--- config.mk ---
export PLATFORM = sky130hd
export DESIGN_NAME = pgsd_snap_unit
export DESIGN_NICKNAME = d
export VERILOG_FILES = /design/src/design/pgsd_pkg.sv /design/src/design/pgsd_snap_unit.sv
export SDC_FILE = /design/constraint.sdc
export NUM_CORES = 1
export LEC_CHECK = 0
export BUFFER_PORTS_ARGS = -buffer_cell sky130_fd_sc_hd__buf_2
export CORE_ASPECT_RATIO = 0.9
export CORE_UTILIZATION = 35
export DETAILED_ROUTE_END_ITERATION = 16
export GPL_ROUTABILITY_DRIVEN = 0
export PLACE_DENSITY = 0.54
export SLEW_MARGIN = 25
export SYNTH_ARGS = -nofsm -noshare
export SYNTH_HDL_FRONTEND = slang
export SYNTH_SLANG_ARGS = --single-unit
--- constraint.sdc ---
create_clock -name clk -period 4.8 [get_ports clk]
set_clock_uncertainty 0.15 [all_clocks]
set_input_delay 0.24 -clock clk [delete_from_list [all_inputs] [get_ports clk]]
set_output_delay 0.24 -clock clk [all_outputs]
set_load 0.02 [all_outputs]
--- src/design/pgsd_pkg.sv ---
// ----------------------------------------------------------------------------
// pgsd_pkg: shared types and constants
// Register indexes, status codes, sequencer states and the snap unit status
// bundle for the polyline grid snap and dedup block.
// ----------------------------------------------------------------------------
package pgsd_pkg;

    localparam int STEP_W     = 31;
    localparam int CFG_IDX_W  = 1;
    localparam int CFG_DATA_W = 32;
    localparam int GRID_STEP_RESET = 256;

    localparam int MIN_LINE_PTS = 2;
    localparam int MIN_RING_PTS = 3;

    typedef enum logic [CFG_IDX_W-1:0] {
        REG_GRID_STEP = 1'b0,
        REG_RING_MODE = 1'b1
    } pgsd_cfg_idx_t;

    typedef enum logic [1:0] {
        STATUS_OK       = 2'd0,
        STATUS_TOO_FEW  = 2'd1,
        STATUS_OVERFLOW = 2'd2
    } pgsd_status_t;

    typedef enum logic [3:0] {
        ST_IDLE,
        ST_DIV_X,
        ST_DIV_Y,
        ST_CHECK,
        ST_SEARCH_RD,
        ST_SEARCH_CMP,
        ST_COMMIT,
        ST_EMIT_VTX,
        ST_FINISH,
        ST_CLOSE_RD,
        ST_EMIT_CLOSE,
        ST_EMIT_END
    } pgsd_state_t;

    typedef struct packed {
        logic busy;
        logic done;
    } pgsd_snap_stat_t;

endpackage

--- src/design/pgsd_snap_unit.sv ---
// ----------------------------------------------------------------------------
// pgsd_snap_unit: iterative grid snap of one coordinate
// Restoring division of the magnitude by the grid step, one bit per cycle.
// The snapped value is the coordinate moved toward zero by the remainder.
// ----------------------------------------------------------------------------
module pgsd_snap_unit #(
    parameter int COORD_WIDTH = 32
) (
    input  logic                            clk,
    input  logic                            rst_n,
    input  logic                            start,
    input  logic signed [COORD_WIDTH-1:0]   operand,
    input  logic [pgsd_pkg::STEP_W-1:0]     step,
    output pgsd_pkg::pgsd_snap_stat_t       stat,
    output logic signed [COORD_WIDTH-1:0]   result
);
    import pgsd_pkg::*;

    localparam int RW    = (COORD_WIDTH > STEP_W) ? COORD_WIDTH : STEP_W;
    localparam int CNT_W = $clog2(COORD_WIDTH);
    localparam logic [CNT_W-1:0] CNT_LAST = CNT_W'(COORD_WIDTH - 1);

    logic                   busy_reg;
    logic                   done_reg;
    logic [CNT_W-1:0]       cnt_reg;
    logic [COORD_WIDTH-1:0] mag_reg;
    logic [RW-1:0]          rem_reg;
    logic [COORD_WIDTH-1:0] orig_reg;

    logic [RW:0]            trial;
    logic [RW:0]            step_ext;
    logic [RW:0]            rem_step;
    logic [COORD_WIDTH-1:0] rem_c;
    logic [COORD_WIDTH-1:0] op_abs;

    assign trial    = {rem_reg, mag_reg[COORD_WIDTH-1]};
    assign step_ext = (RW + 1)'(step);
    assign rem_step = (trial >= step_ext) ? (trial - step_ext) : trial;
    assign op_abs   = operand[COORD_WIDTH-1] ? (~operand + 1'b1) : operand;
    assign rem_c    = rem_reg[COORD_WIDTH-1:0];

    assign result = orig_reg[COORD_WIDTH-1] ? (orig_reg + rem_c) : (orig_reg - rem_c);
    assign stat.busy = busy_reg;
    assign stat.done = done_reg;

    always_ff @(posedge clk or negedge rst_n)
    begin
        if (!rst_n)
        begin
            busy_reg <= 1'b0;
            done_reg <= 1'b0;
            cnt_reg  <= '0;
        end
        else
        begin
            done_reg <= 1'b0;
            if (start)
            begin
                busy_reg <= 1'b1;
                cnt_reg  <= '0;
            end
            else if (busy_reg)
            begin
                cnt_reg <= cnt_reg + 1'b1;
                if (cnt_reg == CNT_LAST)
                begin
                    busy_reg <= 1'b0;
                    done_reg <= 1'b1;
                end
            end
        end
    end

    always_ff @(posedge clk)
    begin
        if (start)
        begin
            mag_reg  <= op_abs;
            rem_reg  <= '0;
            orig_reg <= operand;
        end
        else if (busy_reg)
        begin
            mag_reg <= {mag_reg[COORD_WIDTH-2:0], 1'b0};
            rem_reg <= rem_step[RW-1:0];
        end
    end

    a_busy_done_excl: assert property (@(posedge clk) disable iff (!rst_n)
        !(busy_reg && done_reg))
        else $error("snap unit busy and done together");

    a_start_idle: assert property (@(posedge clk) disable iff (!rst_n)
        start |-> !busy_reg)
        else $error("snap unit restarted while busy");

    a_rem_bound: assert property (@(posedge clk) disable iff (!rst_n)
        (busy_reg && $past(busy_reg)) |-> (rem_reg < RW'(step)))
        else $error("partial remainder not below step");

endmodule

==> summary.txt, run 1 <==
Status
  • Outcome: completed

Yosys
  • Top cells by area, synth: edfxtp_1, ha_1, dfxtp_1
  • Area share of and/or/nand/nor cells after synthesis: 0.170
  • Top cell type's share of synthesized area: 0.222
  • Number of synthesized flops with an enable pin: 64
  • Commonest cells post-synth: nor2_1, a21oi_1, ha_1, xor2_1, nand2_1
  • Adder-Cell Fraction of Synth Area: 0.110
  • Post-synth net total: around 1100
  • Seq/Total Area, Yosys: 0.316
  • Post-synthesis mux area share: 0.0224
  • Count leader, synth: nor2_1
  • Xor/xnor share of the synthesized area: 0.120
  • Mapped Avg Cell Area: approximately 8.7 sq um
  • Mapped Area: just under 9000 sq um
  • Distinct cells, synth: 76
  • Most used DFF post-synth: edfxtp_1
  • Synth Register Bits: between 100 and 150
  • Compound-Gate Fraction of Synth Area: 0.214
  • Synth Instances: 998
  • Main combinational cell family by area after synthesis: compound AO/OA/AOI/OAI gates
  • FFs w/ async S/R, synth: 0.0680
  • Synth warn: 0
  • Leading area contributor after synthesis: edfxtp_1

Critical path
  • Crit end category: output pin
  • Worst endpoint required time: between 4000 and 5000 ps
  • CP max stage delay: roughly 600 ps
  • Worst Path Max Fanout: 6
  • R2R cell count: 12
  • CP cell instances: or4_4, nor3b_4, buf_4, a21oi_1, xor2_1, ha_1, and3_1, nand4b_1, a211oi_1, a31o_4, buf_4, a31oi_1, o21ai_1, xor2_1, buf_4
  • Cell mode on critical path: buf_4
  • Reg2Reg Launch Point: mag_reg[31]
  • Startpoint class of the critical path: flop
  • R2R Path End: rem_c[18]
  • Arrival time at the worst endpoint: 4260 ps
  • Slowest CP cell: a211oi_1
  • Critical Path End: result[30]
  • Critical path type: reg2out
  • Beginning of the critical path: rem_c[6]
  • R2R Setup Slk: between 1000 and 1500 ps

GRT
  • Largest net degree at the start of global routing: 91
  • Gr usage total: 0.181
  • Vias in the first global route: about 7200
  • Met3 usage: 0.0259
  • GR Layer Usage met2: 0.300
  • GRT busiest layer: met2
  • First-pass GRT wire length: 36.4 mm
  • Met1 global-route usage: 0.247
  • Initial antenna violation count: 0
  • GRT overflow: 0

Route
  • Detailed Routing Iterations Pass 1: 5
  • Antenna-violating nets left: 0
  • Final wirelength: roughly 22 mm
  • DR iter-0 viols: 410
  • Via Count: 7487
  • Number of vias per cell: around 5.2
  • DR WL/cell: ~16 um
  • # DRC: 0

Clock network
  • CTS root buffer: clkbuf_16
  • Clock Pin Slew Worst Setup and Hold Paths: around 70 ps
  • Clk Latency, worst-skew pair: about 360 ps
  • Max Root-Sink Buffers: 2
  • Cts bufs inserted: 9
  • H-tree level count: 3
  • CTS sink cnt: a little over 100
  • Clock tree from TritonCTS: done

Timing
  • RSZ-0062 raised after global routing: no
  • Final Slew Violations: 0
  • Tcrit/Tclk final: 0.969
  • Max_slew headroom: 0.446
  • Final Hold Viols: 0
  • Fin crit period: between 4000 and 5000 ps
  • Slew @ Worst Pin: slightly above 800 ps
  • Setup ws final: roughly 150 ps
  • Setup TNS: 0 ps
  • Final setup viols: 0
  • Max Clock Freq: around 210 MHz

Placed design
  • Dpl cells: approximately 1400
  • Dpl hpwl: about 17 mm
  • Place WS: 163 ps
  • Area post-placement: approximately 9500 sq um
  • PortBufs: about 100

Pwr
  • Total net switching power: 3.88 mW
  • Reg power frac: 0.174
  • Gate power share: 0.722
  • Leak pwr: approximately 4.6 nW
  • Clock power frac: 0.104
  • IR drop worst, VDD: approximately 830 uV
  • Internal: slightly below 4 mW
  • PD cells: 757 nW/um^2
  • Switching share of power: 0.501

Flow run
  • Max_cap viols: 0

Worst hold path
  • HP Class: in2reg
  • Hold path cells: 1

Finish
  • Final Util: 0.422
  • Share of cells above drive strength 1: 0.156
  • Net count, final: between 1000 and 1500
  • Final Non-Filler Cells: about 1400
  • Synth-to-Final Area Change: 18.1%
  • Post-Layout Inst Area: around 10000 sq um
  • Antenna Cells: 0
  • FILL cells: between 2000 and 2500

Floorplan
  • Die X: 168 um
  • Site Rows: 54
  • Initial Util: 0.357
  • Chip height: roughly 150 um
  • IO Pins: 100
  • Die area: 25400 sq um
  • Core area: roughly 24000 sq um
==> cell type report <==
class / count / area, sq um / share of cell area
timing repair buffer: 146 / 937 / 0.0916
sequential: 103 / 2740 / 0.268
inverter: 56 / 210 / 0.0205
clock inverter: 7 / 95.1 / 0.00929
clock buffer: 9 / 225 / 0.0220
tap: 308 / 385 / 0.0377
multi-input combinational: 798 / 5640 / 0.551
==> logic make-up after synthesis <==
kind of cell    after synthesis
compound gates              284
xor+xnor                    119
fa+ha+maj                    75
buf+inv                      97
flops                       103
mux                          19
simple gates                301
==> layout by cell type (no fill, tap or decap), drive strengths merged, types with 48 or more instances in the layout <==
cell    count
inv        57
ha         73
xor2       71
a21oi     107
o21ai      49
edfxtp     64
buf       120
xnor2      48
nor2      115
nand2      70
==> critical path: cells and delay by family, from the launching register on <==
family                     cells  cell delay, ps
xor gates and xnor gates       2             420
and+or+nand+nor                4            1120
AOI/OAI and AO/OA              5            1170
buffers and inverters          3             440
DFF                            1             350
adders and majority gates      1             410
==> metrics by stage <==
stage               total power, mW  hold slack [ps]
global route                   8.41             10.6
finish                         7.75             13.8
global placement               6.68            -68.1
floorplan                      5.24             -206
CTS                            7.66             4.39
detailed placement             6.68            -68.1
==> how the worst min path moves through the flow <==
stage | slack (ps) | endpoint | startpoint
global route | 10 | orig_reg[10] | operand[10]
floorplan | -210 | busy_reg | rst_n
detailed placement | -70 | done_reg | rst_n
global placement | -70 | done_reg | rst_n
finish | 10 | orig_reg[3] | operand[3]
CTS | 4 | orig_reg[6] | operand[6]
==> what timing repair did <==
item | in CTS | in global routing
pin swaps | 6 | 17
gates cloned | 0 | 0
resized for setup | 12 | 20
buffers inserted | 3 | 4
endpoints found under the setup margin | 1 | 5
hold endpoints to repair | 32 | 0
hold buffers | 26 | 0
==> power by group through the flow <==
| stage | clock [mW] | sequential (mW) | combinational [mW] |
|---|---|---|---|
| after floorplan | 0 | 1.29 | 3.95 |
| after global placement | 0 | 1.36 | 5.32 |
| after detailed placement | 0 | 1.36 | 5.32 |
| after CTS | 0.836 | 1.35 | 5.47 |
| after global routing | 0.861 | 1.38 | 6.17 |
| final | 0.807 | 1.35 | 5.59 |
==> per-layer routing <==
metal,routed length [um],part of all wire
met3,710,0.032
met2,10200,0.46
met4,301,0.013
met5,0,0
met1,11100,0.50
(Power assumes the default switching activity.)
==> run 2, diff against run 1 <==
- HOLD_SLACK_MARGIN: default -> 0.05
==> summary.txt, run 2 (synthesized netlist as in run 1, its figures left out) <==
Status
  • Outcome: completed

Finish
  • Share of cells above drive strength 1: 0.156 (-0.000834)
  • FILL cells: 2470 (-0.20%)
  • Commonest non-fill, non-tap cell in the layout: nor2_1
  • FF/Latch Area: 2740 sq um (unchanged)
  • Most frequent cells in the layout: nor2_1, a21oi_1, buf_2
  • Synth-to-Final Area Change: 18.8%
  • Antenna Cells: 0 (unchanged)
  • Footprint of the multi-input gates: 5640 sq um (unchanged)
  • Net count, final: 1261 (+0.48%)
  • Final Non-Filler Cells: 1433 (+0.42%)

Timing
  • Final Slew Violations: 0 (unchanged)
  • RSZ-0062 raised after global routing: no
  • Final Hold Viols: 0 (unchanged)
  • Tcrit/Tclk final: 0.963 (-0.00581)
  • Final setup viols: 0 (unchanged)
  • Fin crit period: 4620 ps (-27.9 ps)
  • Setup TNS: 0 ps (unchanged)
  • Slew @ Worst Pin: 823 ps (-0.324 ps)
  • Max Clock Freq: 216 MHz (+0.60%)
  • Max_slew headroom: 0.446 (about the same)
  • Setup ws final: 176 ps (+27.9 ps)

GRT
  • First-pass GRT wire length: 36.6 mm (+0.45%)
  • Vias in the first global route: 7208 (+0.52%)
  • Met3 usage: 0.0256 (-0.000261)
  • Largest net degree at the start of global routing: 91 (unchanged)
  • GR Layer Usage met2: 0.302 (+0.00271)
  • Initial antenna violation count: 0 (unchanged)
  • GRT overflow: 0 (unchanged)
  • Gr usage total: 0.182 (+0.000801)
  • GRT busiest layer: met2
  • Met1 global-route usage: 0.248 (+0.000325)

Route
  • Number of vias per cell: 5.23 (-0.30%)
  • Detailed Routing Iterations Pass 1: 5 (unchanged)
  • DR WL/cell: 15.7 um (about the same)
  • Final wirelength: 22.4 mm (+0.44%)
  • Via Count: 7496 (+0.12%)
  • DR iter-0 viols: 384 (-6.3%)
  • # DRC: 0 (unchanged)
  • Antenna-violating nets left: 0 (unchanged)

Floorplan
  • Chip height: 151 um (unchanged)
  • Initial Util: 0.357 (unchanged)
  • Die X: 168 um (unchanged)
  • Die area: 25400 sq um (unchanged)
  • Site Rows: 54 (unchanged)
  • IO Pins: 100 (unchanged)
  • Core area: 24300 sq um (unchanged)

Clock network
  • CTS sink cnt: 103 (unchanged)
  • H-tree level count: 3 (unchanged)
  • CTS root buffer: clkbuf_16
  • Clk Latency, worst-skew pair: 360 ps (about the same)
  • Max Root-Sink Buffers: 2 (unchanged)
  • Cts bufs inserted: 9 (unchanged)
  • Clock tree from TritonCTS: done
  • Clock Pin Slew Worst Setup and Hold Paths: 70 ps (about the same)

Worst hold path
  • HP Class: in2async

Critical path
  • Arrival time at the worst endpoint: 4230 ps (-30 ps)
  • Worst endpoint required time: 4410 ps (about the same)
  • R2R cell count: 12 (unchanged)
  • Startpoint class of the critical path: flop
  • R2R Path End: rem_c[18]
  • Reg2Reg Launch Point: mag_reg[31]
  • Worst Path Max Fanout: 5 (-1)
  • R2R Setup Slk: 1110 ps (+40 ps)
  • Crit end category: output pin
  • Critical path type: reg2out

Pwr
  • Leak pwr: 4.63 nW (+0.54%)
  • PD cells: 754 nW/um^2 (-0.44%)
  • IR drop worst, VDD: 834 uV (about the same)

Placed design
  • Place WS: 163 ps (unchanged)
  • PortBufs: 99 (unchanged)
  • Dpl hpwl: 17.1 mm (unchanged)
  • Dpl cells: 1378 (unchanged)

Flow run
  • Max_cap viols: 0 (unchanged)
[run 2: cell types whose count changed in the layout (fill, tap and decap cells not counted)]
cell           before  now
dlygate4sd3_1      26   32
[run 2: critical path, stage by stage (launching register included)]
cell	delay [ps]
dfxtp_4	350
or4_4	550
nor3b_4	210
and2_4	180
buf_6	110
a21oi_1	70
xnor2_1	190
ha_2	330
and3_4	220
nand4_1	90
nand2_1	70
or4_4	480
a31o_4	240
a221oi_4	250
o21bai_1	110
a21oi_2	150
xnor2_1	120
buf_4	160
[run 2: how the worst max path moves through the flow]
stage / start / endpoint / slack [ps] / depth (start not counted)
final: rem_c[6] / result[28] / 180 / 17
after global routing: rem_c[6] / result[31] / 2 / 16
after CTS: rem_c[6] / result[28] / 10 / 16
after detailed placement: rem_c[6] / result[28] / 160 / 16
after global placement: rem_c[6] / result[28] / 250 / 16
after floorplan: rem_c[5] / result[28] / 380 / 17
[run 2: layout make-up]
class / count / share of cell area
multi-input cells: 798 / 0.548
inverters: 56 / 0.0204
repair buffers: 152 / 0.0969
flip-flops and latches: 103 / 0.266
well taps: 308 / 0.0374
clock inverters: 7 / 0.00924
clock buffers: 9 / 0.0219
[run 2: timing repair]
item | CTS | global route
resized for setup | 12 | 20
endpoints found under the setup margin | 1 | 5
buffers inserted | 3 | 4
pin swaps | 6 | 17
hold buffers | 32 | 0
hold endpoints to repair | 38 | 0
[run 2: per-layer routing]
metal / wire [um] / vias to the layer above
met5: 0 / -
li1: - / 3866
met1: 11100 / 3476
met2: 10300 / 131
met3: 710 / 23
met4: 301 / 0
[run 2: per-stage QoR]
step                      utilization  total power [mW]  cell area [sq um]  hold WS [ps]
after floorplan                     -              5.24               8670          -206
after global placement          0.391              6.68               9480         -68.1
after detailed placement        0.391              6.68               9480         -68.1
after CTS                       0.421              7.66              10200          75.9
after global routing            0.424              8.41              10300          94.6
final                           0.424              7.76              10300          84.6
[run 2: where the power goes]
part,internal [mW],switching (mW)
combinational,2.28,3.32
clock,0.460,0.348
sequential,1.13,0.221
==> run 3, diff against run 2 <==
- CORE_UTILIZATION: 35 -> 60
- PLACE_DENSITY: 0.54 -> 0.84
==> summary.txt, run 3 (synthesized netlist as in run 1, its figures left out) <==
Floorplan
  • IO Pins: 100 (unchanged)
  • Initial Util: 0.617 (+0.259)
  • Die area: 14900 sq um (-41%)
  • Die X: 129 um (-23%)
  • Core area: 14100 sq um (-42%)
  • Chip height: 116 um (-23%)
  • Site Rows: 41 (-24%)

Finish
  • Net count, final: 1264 (+0.24%)
  • FILL cells: 1090 (-56%)
  • Most frequent cells in the layout: nor2_1, a21oi_1, buf_2
  • FF/Latch Area: 2750 sq um (+0.14%)
  • Share of cells above drive strength 1: 0.162 (+0.00668)
  • Commonest non-fill, non-tap cell in the layout: nor2_1
  • Synth-to-Final Area Change: 17.2%
  • Footprint of the multi-input gates: 5660 sq um (+0.47%)
  • Antenna Cells: 0 (unchanged)
  • Final Util: 0.723 (+0.298)

Route
  • Final wirelength: 21.7 mm (-3.2%)
  • Number of vias per cell: 5.96 (+14%)
  • DR iter-0 viols: 638 (+66%)
  • Detailed Routing Iterations Pass 1: 5 (unchanged)
  • DR WL/cell: 16.4 um (+5.0%)
  • # DRC: 0 (unchanged)
  • Via Count: 7870 (+5.0%)
  • Antenna-violating nets left: 0 (unchanged)

Critical path
  • R2R cell count: 10 (-2)
  • Arrival time at the worst endpoint: 4340 ps (+110 ps)
  • Worst Path Max Fanout: 6 (+1)
  • Critical path type: reg2out
  • CP max stage delay: 550 ps (about the same)
  • Slowest CP cell: or4_4
  • Worst endpoint required time: 4410 ps (about the same)
  • Cell mode on critical path: or4_4
  • Beginning of the critical path: rem_c[7]
  • Crit end category: output pin
  • CP cell instances: or4_4, nor3_4, and2_4, a31oi_2, xor2_1, ha_1, and3_4, nand4_1, nand2_1, or4_4, a31o_4, a221oi_4, o21bai_1, a21oi_2, xnor2_1, buf_4
  • R2R Path End: rem_c[13]
  • Startpoint class of the critical path: flop
  • R2R Setup Slk: 1050 ps (-60 ps)
  • Reg2Reg Launch Point: rem_c[15]

Timing
  • Slew @ Worst Pin: 884 ps (+60.9 ps)
  • RSZ-0062 raised after global routing: yes
  • Final Hold Viols: 0 (unchanged)
  • Final Slew Violations: 0 (unchanged)
  • Max Clock Freq: 211 MHz (-2.2%)
  • Fin crit period: 4730 ps (+106 ps)
  • Setup ws final: 69.3 ps (-106 ps)
  • Max_slew headroom: 0.409 (-0.0375)
  • Final setup viols: 0 (unchanged)
  • Tcrit/Tclk final: 0.986 (+0.0222)

Pwr
  • Leak pwr: 4.63 nW (about the same)
  • PD cells: 764 nW/um^2 (+1.4%)
  • IR drop worst, VDD: 966 uV (+16%)

Clock network
  • CTS root buffer: clkbuf_16
  • Clk Latency, worst-skew pair: 360 ps (about the same)
  • Max Root-Sink Buffers: 2 (unchanged)
  • Clock tree from TritonCTS: done
  • H-tree level count: 3 (unchanged)
  • Cts bufs inserted: 9 (unchanged)
  • CTS sink cnt: 103 (unchanged)
  • Clock Pin Slew Worst Setup and Hold Paths: 70 ps (about the same)

GRT
  • First-pass GRT wire length: 34.3 mm (-6.3%)
  • GRT overflow: 0 (unchanged)
  • Largest net degree at the start of global routing: 61 (-33%)
  • Initial antenna violation count: 0 (unchanged)
  • Gr usage total: 0.290 (+0.108)
  • Vias in the first global route: 7478 (+3.7%)

Flow run
  • Max_cap viols: 0 (unchanged)

Placed design
  • PortBufs: 99 (unchanged)
  • Place WS: 154 ps (-8.26 ps)
  • Dpl hpwl: 15.4 mm (-10%)

Worst hold path
  • HP Class: in2async

Status
  • Outcome: completed
run 3: cell count changes in the layout (fill, tap and decap cells not counted), sizes merged:
cell,previous run,this run
bufinv,2,0
buf,120,123
clkinvlp,1,3
clkinv,3,1
inv,57,59
run 3: area by class of cell:
type / instances / share of cell area
clock buffers: 9 / 0.0222
clock inverters: 7 / 0.00616
inverters: 56 / 0.0207
multi-input cells: 798 / 0.558
flip-flops and latches: 103 / 0.270
well taps: 193 / 0.0238
repair buffers: 155 / 0.0994
run 3: report_power, final:
| group | total, mW | switching (mW) | internal [mW] | leakage, nW |
|---|---|---|---|---|
| Combinational | 5.69 | 3.37 | 2.32 | 3.50 |
| Clock | 0.715 | 0.353 | 0.362 | 0.132 |
| Sequential | 1.36 | 0.231 | 1.13 | 0.997 |
run 3: worst max-delay path by stage:
stage                             to  slack [ps]  cells after the start
after detailed placement  result[28]         150                     16
after CTS                 result[28]          20                     16
after global placement    result[28]         270                     16
after floorplan           result[28]         380                     17
final                     result[28]          70                     16
after global routing      result[28]        -110                     16
run 3: stage by stage:
| stage | hold WS (ps) | instance area, sq um | power (mW) | setup TNS [ps] | std cells |
|---|---|---|---|---|---|
| 6_report | 84.5 | 10200 | 7.77 | 0 | 1321 |
| 5_1_grt | 111 | 10200 | 8.29 | -359 | 1321 |
| 4_1_cts | 109 | 10000 | 7.43 | 0 | 1314 |
| 3_5_place_dp | -62.1 | 9300 | 6.55 | 0 | 1260 |
| 3_3_place_gp | -64.9 | 9300 | 6.44 | 0 | 1260 |
| 2_1_floorplan | -206 | 8670 | 5.24 | 0 | 998 |
run 3: worst max-delay path, delay by kind of cell, from the launching register on:
kind                     cells  cell delay, ps
flip-flops                   1             370
adder cells (fa/ha/maj)      1             320
AND/OR/NAND/NOR              7            1890
buffers and inverters        1             160
AO/OA/AOI/OAI                5             850
XOR/XNOR                     2             370
run 3: repair_timing:
item                                    CTS  global route
endpoints found under the setup margin    3             5
resized for setup                        13            24
gates cloned                              0             0
pin swaps                                 7            18
hold endpoints to repair                 38             0
setup buffers                             6             7
hold buffers                             32             0
run 3: per-layer routing:
layer / share of wire / vias to the layer above / GRT usage / wire [um]
met5: 0 / - / 0 / 0
met4: 0.020 / 0 / 0.0847 / 442
met3: 0.055 / 51 / 0.0499 / 1210
met2: 0.49 / 298 / 0.509 / 10600
met1: 0.44 / 3660 / 0.366 / 9500
li1: - / 3861 / - / -
